### src/hw/rtl/pts_pkg.sv
// Package for the process table scheduler.
// Holds command, task state and status codes, the table word layout and the
// controller/datapath interface structs. No dependencies.
`timescale 1ns / 1ps

package pts_pkg;

    localparam int PID_W          = 11;
    localparam int FIRST_PID_W    = 10;
    localparam int ADDR_W         = 32;
    localparam int RUNS_W         = 32;
    localparam int GROUP_W        = 32;
    localparam logic [FIRST_PID_W-1:0] FIRST_PID_RESET = 10'd1000;

    typedef enum logic [1:0] {
        CMD_CREATE  = 2'd0,
        CMD_KILL    = 2'd1,
        CMD_UNBLOCK = 2'd2,
        CMD_TICK    = 2'd3
    } cmd_t;

    typedef enum logic [1:0] {
        TS_RUNNABLE = 2'd0,
        TS_RUNNING  = 2'd1,
        TS_BLOCKED  = 2'd2,
        TS_DEAD     = 2'd3
    } task_state_t;

    typedef enum logic [1:0] {
        OUTC_YIELD = 2'd0,
        OUTC_BLOCK = 2'd1,
        OUTC_EXIT  = 2'd2,
        OUTC_OTHER = 2'd3
    } outcome_t;

    typedef enum logic [2:0] {
        RS_OK        = 3'd0,
        RS_FULL      = 3'd1,
        RS_NOTFOUND  = 3'd2,
        RS_BADSTATE  = 3'd3,
        RS_IDLE      = 3'd4
    } status_t;

    typedef enum logic [2:0] {
        S_IDLE,
        S_LOOK,
        S_PICK,
        S_READ,
        S_EXEC
    } ctrl_state_t;

    typedef struct packed {
        logic              kill;
        task_state_t       state;
        logic [ADDR_W-1:0] entry;
        logic [RUNS_W-1:0] runs;
    } table_word_t;

    typedef struct packed {
        logic capture;
        logic look;
        logic pick;
        logic commit;
    } dp_ctl_t;

    typedef struct packed {
        logic is_tick;
    } dp_stat_t;

endpackage

### src/hw/rtl/pts_ctrl.sv
// Controller state machine of the process table scheduler.
// Sequences lookup, pick, table read and commit; owns the result valid flag.
// Depends on pts_pkg.
`timescale 1ns / 1ps

module pts_ctrl
(
    input  logic              clk,
    input  logic              rst_n,
    input  logic              in_valid,
    output logic              in_ready,
    output logic              out_valid,
    input  logic              out_ready,
    input  pts_pkg::dp_stat_t stat,
    output pts_pkg::dp_ctl_t  ctl
);

    pts_pkg::ctrl_state_t state_reg;
    pts_pkg::ctrl_state_t state_next;
    logic                 out_valid_reg;
    logic                 out_valid_next;
    logic                 out_free;

    assign out_free  = !out_valid_reg || out_ready;
    assign out_valid = out_valid_reg;

    always_comb
    begin
        state_next = state_reg;
        unique case (state_reg)
            pts_pkg::S_IDLE:
            begin
                if (in_valid)
                begin
                    state_next = pts_pkg::S_LOOK;
                end
            end
            pts_pkg::S_LOOK:
            begin
                state_next = stat.is_tick ? pts_pkg::S_PICK : pts_pkg::S_READ;
            end
            pts_pkg::S_PICK:
            begin
                state_next = pts_pkg::S_READ;
            end
            pts_pkg::S_READ:
            begin
                state_next = pts_pkg::S_EXEC;
            end
            pts_pkg::S_EXEC:
            begin
                if (out_free)
                begin
                    state_next = pts_pkg::S_IDLE;
                end
            end
            default:
            begin
                state_next = pts_pkg::S_IDLE;
            end
        endcase
    end

    always_comb
    begin
        in_ready       = (state_reg == pts_pkg::S_IDLE);
        ctl.capture    = in_ready && in_valid;
        ctl.look       = (state_reg == pts_pkg::S_LOOK);
        ctl.pick       = (state_reg == pts_pkg::S_PICK);
        ctl.commit     = (state_reg == pts_pkg::S_EXEC) && out_free;
        out_valid_next = out_valid_reg && !out_ready;
        if (ctl.commit)
        begin
            out_valid_next = 1'b1;
        end
    end

    always_ff @(posedge clk or negedge rst_n)
    begin
        if (!rst_n)
        begin
            state_reg     <= pts_pkg::S_IDLE;
            out_valid_reg <= 1'b0;
        end
        else
        begin
            state_reg     <= state_next;
            out_valid_reg <= out_valid_next;
        end
    end

endmodule

### config.mk
export PLATFORM = sky130hd
export DESIGN_NAME = pts_ctrl
export DESIGN_NICKNAME = d
export VERILOG_FILES = /design/src/hw/rtl/pts_pkg.sv /design/src/hw/rtl/pts_ctrl.sv
export SDC_FILE = /design/constraint.sdc
export NUM_CORES = 1
export LEC_CHECK = 0
export BUFFER_PORTS_ARGS = -buffer_cell sky130_fd_sc_hd__clkbuf_2
export CORE_AREA = 2 2 39 41
export CTS_CLUSTER_DIAMETER = 30
export DETAILED_ROUTE_END_ITERATION = 10
export DIE_AREA = 0 0 41 43
export PLACE_DENSITY = 0.39
export SYNTH_ARGS = -nofsm -noshare
export SYNTH_HDL_FRONTEND = slang
export SYNTH_SLANG_ARGS = --single-unit
### constraint.sdc
create_clock -name clk -period 1.3 [get_ports clk]
set_input_delay 0.13 -clock clk [delete_from_list [all_inputs] [get_ports clk]]
set_output_delay 0.13 -clock clk [all_outputs]
set_load 0.005 [all_outputs]
==> results of run 1 <==
-- cells by family after synthesis --
kind of cell    after synthesis  synth area share, %
compound gates                2                 7.65
xor+xnor                      1                 4.12
buf+inv                       2                 5.88
flops                         4                 47.1
simple gates                 12                 35.3
-- power by group through the flow --
stage	clock network [µW]	registers, µW	logic, µW
after floorplan	0	221	266
after global placement	0	221	427
after detailed placement	0	220	436
after CTS	162	225	484
after global routing	166	232	581
final	151	224	520
-- cell type report --
cell class              instances  area [µm²]  share of cell area (%)
repair buffers                 15        97.6                    27.2
flip-flops and latches          4         100                    27.9
multi-input cells              15         119                    33.1
clock buffers                   3        22.5                    6.27
well taps                      16        20.0                    5.57
-- cell usage after synthesis --
library cell / instances
and2_1: 1
buf_2: 1
buf_4: 1
dfrtp_1: 4
nand2_1: 1
nand2b_1: 1
nand3b_1: 1
nor2_1: 1
nor2b_1: 1
nor3_1: 3
nor3b_1: 2
o21a_1: 1
o21ai_2: 1
or3b_4: 1
xnor2_1: 1
-- metrics by stage --
| stage | std cells | setup WS (ns) |
|---|---|---|
| detailed placement | 48 | 0.169 |
| finish | 53 | -0.0595 |
| floorplan | 21 | 0.146 |
| global route | 53 | -0.106 |
| CTS | 53 | -0.0869 |
| global placement | 48 | 0.169 |
-- routing by layer --
layer	wire (µm)	GRT usage [%]
met5	0	0
met2	249	11.6
met1	198	9.12
met3	53	1.57
met4	0	6.00
-- path summary, 6_finish.rpt --
| kind | start | to | slack [ns] | cells past startpoint |
|---|---|---|---|---|
| worst max-delay path | state_reg[0] | ctl[0] | -0.06 | 3 |
| worst min-delay path | stat | state_reg[0] | 0.16 | 3 |
| worst max register to register | state_reg[0] | state_reg[2] | 0.21 | 3 |
| worst min register to register | out_valid | out_valid | 0.55 | 2 |
| max in group asynchronous | rst_n | state_reg[1] | 0.94 | 2 |
| min in group asynchronous | rst_n | state_reg[0] | 0.24 | 2 |
-- critical path, cell delays in order, from the launching register on --
cell and delay (ns):
dfrtp_1 0.38, or3b_4 0.41, nor2b_2 0.11, clkbuf_2 0.11
-- what timing repair did --
item                                    CTS  global route
pin swaps                                 1             1
hold buffers                              1             0
resized for setup                         3             4
hold endpoints to repair                  4             0
endpoints found under the setup margin    2             3
setup buffers                             1             0
==> impl_summary.txt, run 1 <==
----------------------------------------------------
[Outcome]
  Result of the run ... finished with violations
  Failing checks ... negative setup slack

[Run]
  Max-cap viol count ... 0

[Pwr]
  Power density of the placed cells ... 2490 mW/mm²
  Combinational cell fraction of total power ... about three fifths
  Clock share of power ... 16.9%
  Net Switching ... around 320 µW
  Pleak ... 0.000175 µW
  Internal power component ... 574 µW
  Largest vdd supply drop ... 735 µV
  Total power ... just under 900 µW
  Switching part of the total ... between 30% and 40%
  Fraction of power consumed by sequential logic ... 25.0%

[Floorplanning]
  Die outline height ... 43 µm
  Die Span X ... between 40 and 50 µm
  Total I/O pin count ... 11
  Starting utilization of the core area ... between 10% and 20%
  Overall die area ... 0.00176 mm²
  Number of core rows ... 14
  Core area ... 0.00138 mm²

[Yosys]
  Sequential area share after synthesis ... 47.1%
  Synth Cell Area ... 213 µm²
  Flops & latches, synth ... 4
  Area share of the largest cell type after synthesis ... 47.1%
  Yosys cell types ... 15
  Library cell occupying the most area in the post-synthesis netlist ... dfrtp_1
  Top area cells in the synthesized netlist ... dfrtp_1 (47%), nor3_1 (7.1%), nor3b_1 (7.1%), or3b_4 (5.3%), o21ai_2 (4.1%)
  Syn nets ... 26
  Warning count from the yosys run ... 0
  Synthesized area per cell ... 10.1 µm²
  Post-synthesis cell count ... 21

[Global route]
  Residual overflow from global routing ... 0
  Maximum number of pins on one net before global-route repair ... 8
  Initial antenna violation count ... 0
  First-pass GRT wire length ... between 900 and 1000 µm
  Vias in the first global route ... 234
  Total global-route track usage ... a little under 8%

[Finish]
  Most common library cell in the layout ignoring fill and taps ... clkbuf_2
  Area growth from synthesis to final layout ... 68.8%
  Most used cells in the layout excluding fill and tap cells ... clkbuf_2 (9), dfrtp_1 (4), clkbuf_4 (3)
  Layout Cell Area excl Fill ... 359 µm²
  Share of post-route cells with drive strength above 1 ... around three fifths
  Number of nets in the layout ... 44
  Flip-flop count of the largest register, all copies and words added ... 3
  Count of antenna diodes in the layout ... 0
  Fill cells ... 169
  Final cell utilization of the core ... roughly 26%

[Timing]
  Worst slew margin ... approximately nine tenths
  Measured slew at the worst slew-check pin ... 0.166 ns
  PnR worst setup slack ... -0.0595 ns
  Worst clock skew ... 0.00264 ns
  Final count of negative-setup-slack endpoints ... 1
  Number of hold violations in the final report ... 0
  Fin crit period ... 1.36 ns
  Count of final max-slew check failures ... 0
  Highest clock rate ... 736 MHz
  Unrepaired setup endpoints after global routing ... true
  Crit share post-route ... 105%
  Summed negative setup slack over all endpoints ... -0.0595 ns
  Worst hold slack after final layout ... 0.155 ns

[CTS]
  TritonCTS clock tree ... built
  Post-CTS clock slew at the launch and capture registers of the worst setup and hold paths ... 0.04 ns
  Buffer depth of the longest clock path ... 2
  Clock Latency Late Sink ... 0.23 ns
  Number of CTS-inserted buffers ... 3
  CTS H-tree depth ... 1
  CTS sink count ... 4
  Root buffer cell ... clkbuf_4

[Route]
  First-pass iteration count of the detailed router ... 1
  Detail Route Antenna Nets ... 0
  Post-DR vias/cell ... 3.96
  Via count of the routed design ... 210
  Post-detailed-route wirelength per cell ... 9.45 µm
  Total wire length after detailed routing ... 501 µm
  Remaining routing DRC violations ... 0
  Violation count after the first detailed-route iteration ... 0

[Placed design]
  Final GP Congestion ... 0.619
  Number of buffers inserted by port buffering ... 10
  Area after detailed placement ... 293 µm²

[Min path]
  Type of the worst min-delay path ... in2reg

[Critical path]
  WP data required ... 1.17 ns
  Kind of end point of the critical path ... primary output
  Worst Setup Start Kind ... flip-flop
  Biggest fanout along the worst timing path ... 2
  Arrival time of data at the critical path endpoint ... 1.23 ns
  Kind of critical path ... reg2out

----------------------------------------------------
Note: power is estimated with default switching activity, not from simulation.
==> inputs of run 2 (changes only) <==
--- a/config.mk
+++ b/config.mk
@@ -7,6 +7,7 @@
 export LEC_CHECK = 0
 export BUFFER_PORTS_ARGS = -buffer_cell sky130_fd_sc_hd__clkbuf_2
 export CORE_AREA = 2 2 39 41
+export CTS_BUF_LIST = sky130_fd_sc_hd__clkbuf_8
 export CTS_CLUSTER_DIAMETER = 30
 export DETAILED_ROUTE_END_ITERATION = 10
 export DIE_AREA = 0 0 41 43
==> impl_summary.txt, run 2 (synthesis results as in run 1) <==
----------------------------------------------------
[Pwr]
  Pleak ... 0.000180 µW (+2.9%)
  Clock share of power ... 26.4% (+9.5 points)
  Internal power component ... 648 µW (+13%)
  Largest vdd supply drop ... 885 µV (+20%)
  Power density of the placed cells ... 2640 mW/mm² (+5.9%)
  Net Switching ... 329 µW (+2.5%)
  Combinational cell fraction of total power ... 51.3% (-6.8 points)
  Fraction of power consumed by sequential logic ... 22.3% (-2.7 points)
  Switching part of the total ... 33.7% (-2.2 points)

[Timing]
  Summed negative setup slack over all endpoints ... -0.0275 ns (+0.0320 ns)
  Unrepaired setup endpoints after global routing ... true
  Worst clock skew ... 0.00358 ns (+0.000943 ns)
  Measured slew at the worst slew-check pin ... 0.167 ns (+0.000927 ns)
  Fin crit period ... 1.33 ns (-0.0320 ns)
  Number of hold violations in the final report ... 0 (unchanged)
  Count of final max-slew check failures ... 0 (unchanged)
  Highest clock rate ... 753 MHz (+2.4%)
  Final count of negative-setup-slack endpoints ... 1 (unchanged)
  Crit share post-route ... 102% (-2.5 points)
  Worst slew margin ... 88.8% (about the same)
  PnR worst setup slack ... -0.0275 ns (+0.0320 ns)

[Route]
  Detail Route Antenna Nets ... 0 (unchanged)
  First-pass iteration count of the detailed router ... 3 (+2)
  Via count of the routed design ... 205 (-2.4%)
  Remaining routing DRC violations ... 0 (unchanged)
  Violation count after the first detailed-route iteration ... 1 (+1)
  Total wire length after detailed routing ... 511 µm (+2.0%)
  Post-detailed-route wirelength per cell ... 9.64 µm (+2.0%)
  Post-DR vias/cell ... 3.87 (-2.4%)

[Critical path]
  Arrival time of data at the critical path endpoint ... 1.20 ns (-0.03 ns)
  Top cell family by delay on the critical path ... simple AND/OR/NAND/NOR gates
  Ordered list of cells on the worst path ... or3b_4 -> nor2b_2 -> clkbuf_2
  Kind of critical path ... reg2out
  WP data required ... 1.17 ns (about the same)
  Combined buffer and inverter count along the critical path ... 1 (unchanged)
  Maximum cell stage delay along the critical path ... 0.40 ns (about the same)
  Worst Setup Start Kind ... flip-flop
  Critical path's slowest cell ... or3b_4
  Kind of end point of the critical path ... primary output
  Biggest fanout along the worst timing path ... 2 (unchanged)

[CTS]
  Clock Latency Late Sink ... 0.21 ns (-0.02 ns)
  Post-CTS clock slew at the launch and capture registers of the worst setup and hold paths ... 0.03 ns (about the same)
  Number of CTS-inserted buffers ... 3 (unchanged)
  TritonCTS clock tree ... built
  CTS H-tree depth ... 1 (unchanged)
  CTS sink count ... 4 (unchanged)
  Root buffer cell ... clkbuf_8
  Buffer depth of the longest clock path ... 2 (unchanged)

[Outcome]
  Failing checks ... negative setup slack
  Result of the run ... finished with violations

[Global route]
  Residual overflow from global routing ... 0 (unchanged)
  Maximum number of pins on one net before global-route repair ... 8 (unchanged)
  First-pass GRT wire length ... 910 µm (unchanged)
  Total global-route track usage ... 7.76% (unchanged)
  Initial antenna violation count ... 0 (unchanged)
  Vias in the first global route ... 235 (+0.43%)

[Finish]
  Flip-flop count of the largest register, all copies and words added ... 3 (unchanged)
  Most common library cell in the layout ignoring fill and taps ... clkbuf_2
  Final std cells w/o fill ... 53 (unchanged)
  Count of antenna diodes in the layout ... 0 (unchanged)
  Number of nets in the layout ... 44 (unchanged)
  Layout Cell Area excl Fill ... 370 µm² (+3.1%)
  Most used cells in the layout excluding fill and tap cells ... clkbuf_2 (10), dfrtp_1 (4), buf_4 (4), clkbuf_8 (3), nor3_1 (2)
  Area growth from synthesis to final layout ... 74.1%
  Share of post-route cells with drive strength above 1 ... 59.5% (unchanged)

[Floorplanning]
  Number of core rows ... 14 (unchanged)
  Overall die area ... 0.00176 mm² (unchanged)
  Total I/O pin count ... 11 (unchanged)
  Starting utilization of the core area ... 15.4% (unchanged)
  Core area ... 0.00138 mm² (unchanged)
  Die Span X ... 41 µm (unchanged)
  Die outline height ... 43 µm (unchanged)

[Placed design]
  Area after detailed placement ... 293 µm² (unchanged)
  Final GP Congestion ... 0.619 (unchanged)
  Number of buffers inserted by port buffering ... 10 (unchanged)
  Number of instances in the placed design ... 48 (unchanged)

[Run]
  Max-cap viol count ... 0 (unchanged)

[Min path]
  Type of the worst min-delay path ... in2reg

----------------------------------------------------
[run 2: stage by stage]
step / hold WS [ns] / setup slack, ns / total power (µW) / util [%]
after floorplan: -0.166 / 0.146 / 487 / -
after global placement: -0.0634 / 0.169 / 648 / 21.2
after detailed placement: -0.0598 / 0.169 / 656 / 21.2
after CTS: 0.173 / -0.0629 / 951 / 25.8
after global routing: 0.178 / -0.0723 / 1060 / 26.8
final: 0.172 / -0.0275 / 977 / 26.8
[run 2: area by class of cell]
class                   instances  area, µm²
multi-input cells              15        119
repair buffers                 15       90.1
clock buffers                   3       41.3
well taps                      16       20.0
fillers                       167       1010
flip-flops and latches          4        100
[run 2: what timing repair did]
item                                   in CTS  in global routing
endpoints found under the hold margin       4                  0
setup endpoints to repair                   2                  3
hold buffers                                1                  0
setup buffers                               1                  0
pin swaps                                   1                  1
gates resized for setup                     1                  3
[run 2: routing by layer]
layer | vias up | part of all wire, % | global-route usage [%]
met3 | 0 | 11 | 1.57
met2 | 11 | 47 | 11.3
met4 | 0 | 0 | 6.00
met1 | 92 | 42 | 9.45
met5 | - | 0 | 0
li1 | 102 | - | -
[run 2: path summary, 6_finish.rpt]
kind,start,endpoint,slack [ns],depth (start not counted)
setup reg to reg,state_reg[0],state_reg[2],0.22,3
min in group asynchronous,rst_n,state_reg[0],0.25,2
hold reg to reg,out_valid,out_valid,0.55,2
hold / removal,stat,state_reg[0],0.17,3
max in group asynchronous,rst_n,state_reg[1],0.92,2
setup / recovery,state_reg[0],ctl[0],-0.03,3
[run 2: power by group through the flow]
stage          combinational [µW]  sequential, µW  clock [µW]
3_5_place_dp                  436             220           0
2_1_floorplan                 266             221           0
3_3_place_gp                  427             221           0
4_1_cts                       466             220         266
5_1_grt                       560             226         277
6_report                      501             218         258
[run 2: tightest hold or removal path, stage by stage]
cell      delay [ns]
clkbuf_2        0.08
o21a_1          0.09
nor3_1          0.04
==> inputs of run 3 (changes only) <==
--- a/config.mk
+++ b/config.mk
@@ -8,7 +8,6 @@
 export BUFFER_PORTS_ARGS = -buffer_cell sky130_fd_sc_hd__clkbuf_2
 export CORE_AREA = 2 2 39 41
 export CTS_BUF_LIST = sky130_fd_sc_hd__clkbuf_8
-export CTS_CLUSTER_DIAMETER = 30
 export DETAILED_ROUTE_END_ITERATION = 10
 export DIE_AREA = 0 0 41 43
 export PLACE_DENSITY = 0.39
==> constraint.sdc (replaced) <==
create_clock -name clk -period 1.7 [get_ports clk]
set_input_delay 0.17 -clock clk [delete_from_list [all_inputs] [get_ports clk]]
set_output_delay 0.17 -clock clk [all_outputs]
set_load 0.005 [all_outputs]
==> impl_summary.txt, run 3 (synthesis results as in run 1) <==
----------------------------------------------------
[Outcome]
  Result of the run ... complete, no violations

[Route]
  Detail Route Antenna Nets ... 0 (unchanged)
  First-pass iteration count of the detailed router ... 4 (+1)
  Remaining routing DRC violations ... 0 (unchanged)
  Total wire length after detailed routing ... 466 µm (-8.8%)
  Post-DR vias/cell ... 3.98 (+2.9%)
  Via count of the routed design ... 195 (-4.9%)
  Post-detailed-route wirelength per cell ... 9.51 µm (-1.4%)
  Violation count after the first detailed-route iteration ... 3 (+2)

[Pwr]
  Largest vdd supply drop ... 648 µV (-27%)
  Power density of the placed cells ... 2000 mW/mm² (-24%)
  Pleak ... 0.000154 µW (-14%)

[Placed design]
  Number of buffers inserted by port buffering ... 10 (unchanged)
  Final GP Congestion ... 0.576 (-6.9%)
  Detailed-placement wirelength estimate ... 341 µm
  Post-placement setup slack ... 0.418 ns (+0.249 ns)

[Critical path]
  Reg2reg start ... state_reg[0]
  Source of the critical timing path ... state_reg[0]
  Ordered list of cells on the worst path ... or3b_4 -> nor2b_1 -> clkbuf_2
  Critical path's slowest cell ... dfrtp_1
  Worst Setup Start Kind ... flip-flop
  WP data required ... 1.53 ns (+0.36 ns)
  Kind of critical path ... reg2out
  Arrival time of data at the critical path endpoint ... 1.34 ns (+0.14 ns)
  Biggest fanout along the worst timing path ... 8 (+6)
  Maximum cell stage delay along the critical path ... 0.45 ns (+0.05 ns)
  Kind of end point of the critical path ... primary output

[Floorplanning]
  Starting utilization of the core area ... 15.4% (unchanged)
  Overall die area ... 0.00176 mm² (unchanged)
  Die outline height ... 43 µm (unchanged)
  Core area ... 0.00138 mm² (unchanged)
  Total I/O pin count ... 11 (unchanged)
  Number of core rows ... 14 (unchanged)
  Die Span X ... 41 µm (unchanged)

[CTS]
  TritonCTS clock tree ... built
  # resized after CTS ... 0 (-1)
  Root buffer cell ... clkbuf_8
  Number of CTS-inserted buffers ... 3 (unchanged)
  Clock Latency Late Sink ... 0.21 ns (about the same)
  Buffer depth of the longest clock path ... 2 (unchanged)
  CTS H-tree depth ... 1 (unchanged)
  CTS sink count ... 4 (unchanged)
  Hold buffers post-CTS ... 1 (unchanged)
  Post-CTS repair timing setup buffer count ... 0 (-1)
  Post-CTS clock slew at the launch and capture registers of the worst setup and hold paths ... 0.03 ns (about the same)

[Timing]
  Final count of negative-setup-slack endpoints ... 0 (-1)
  Highest clock rate ... between 600 and 700 MHz
  Unrepaired setup endpoints after global routing ... false
  Count of final max-slew check failures ... 0 (unchanged)
  Measured slew at the worst slew-check pin ... 0.238 ns (+0.0709 ns)
  PnR worst setup slack ... 0.187 ns (+0.214 ns)
  Number of hold violations in the final report ... 0 (unchanged)
  Summed negative setup slack over all endpoints ... 0 ns (+0.0275 ns)
  Crit share post-route ... 89.0%
  Worst clock skew ... 0.000775 ns (-0.00280 ns)
  Fin crit period ... 1.51 ns
  Worst slew margin ... 84.0% (-4.8 points)

[Global route]
  Maximum number of pins on one net before global-route repair ... 9 (+1)
  Initial antenna violation count ... 0 (unchanged)
  Residual overflow from global routing ... 0 (unchanged)
  Total global-route track usage ... 7.46% (-0.30 points)
  First-pass GRT wire length ... 814 µm (-11%)
  Vias in the first global route ... 213 (-9.4%)

[Finish]
  Share of post-route cells with drive strength above 1 ... 45.5% (-14 points)
  Area of the multi-input gates ... 100 µm² (-16%)
  Flip-flop count of the largest register, all copies and words added ... 3 (unchanged)
  Flip-flop and latch area ... 100 µm² (unchanged)
  Number of nets in the layout ... 40 (-9.1%)
  Count of antenna diodes in the layout ... 0 (unchanged)
  Most common library cell in the layout ignoring fill and taps ... clkbuf_2
  Area growth from synthesis to final layout ... 51.2%
  Final cell utilization of the core ... 23.2% (-3.5 points)
  Fill cells ... 148 (-11%)
  Most used cells in the layout excluding fill and tap cells ... clkbuf_2 (10), dfrtp_1 (4), nor3_1 (3), clkbuf_8 (3), nor3b_1 (2)

[Min path]
  Worst Min Path Start ... stat
  Type of the worst min-delay path ... in2reg

[Run]
  Max-cap viol count ... 0 (unchanged)

----------------------------------------------------
## run 3: area by class of cell
type,count,area share (%)
Clock buffer,3,12.8
Sequential cell,4,31.1
Tap cell,16,6.23
Timing Repair Buffer,11,18.7
Multi-Input combinational cell,15,31.1
## run 3: worst paths after layout
path	endpoint	slack [ns]	depth (start not counted)
min in group asynchronous	out_valid	0.30	2
setup reg to reg	state_reg[2]	0.63	2
hold / removal	state_reg[0]	0.22	3
setup / recovery	ctl[0]	0.19	3
hold reg to reg	state_reg[1]	0.55	1
max in group asynchronous	state_reg[0]	1.28	2
## run 3: stage by stage
step / instance area (µm²) / instances / total power [µW] / hold slack [ns]
3_5_place_dp: 270 / 45 / 446 / -0.0183
4_1_cts: 322 / 49 / 654 / 0.222
2_1_floorplan: 213 / 21 / 373 / -0.126
5_1_grt: 322 / 49 / 713 / 0.241
3_3_place_gp: 270 / 45 / 434 / -0.0217
6_report: 322 / 49 / 644 / 0.224
## run 3: metal layers
layer  track usage, %  share of wire (%)  up-vias
met3             4.71                 12        0
li1                 -                  -       94
met2             9.69                 39       13
met1             8.14                 48       88
met4             6.00                  0        0
met5                0                  0        -
## run 3: worst max-delay path: cells and delay by family, from the launching register on
| family | cells | cell delay, ns |
|---|---|---|
| buffers and inverters | 1 | 0.12 |
| flip-flops | 1 | 0.45 |
| AND/OR/NAND/NOR | 2 | 0.56 |
## run 3: power by group
part | switching [µW] | internal, µW | total [µW]
combinational | 94.6 | 131 | 226
sequential | 76.9 | 144 | 221
clock | 46.8 | 151 | 198
total | 218 | 426 | 644
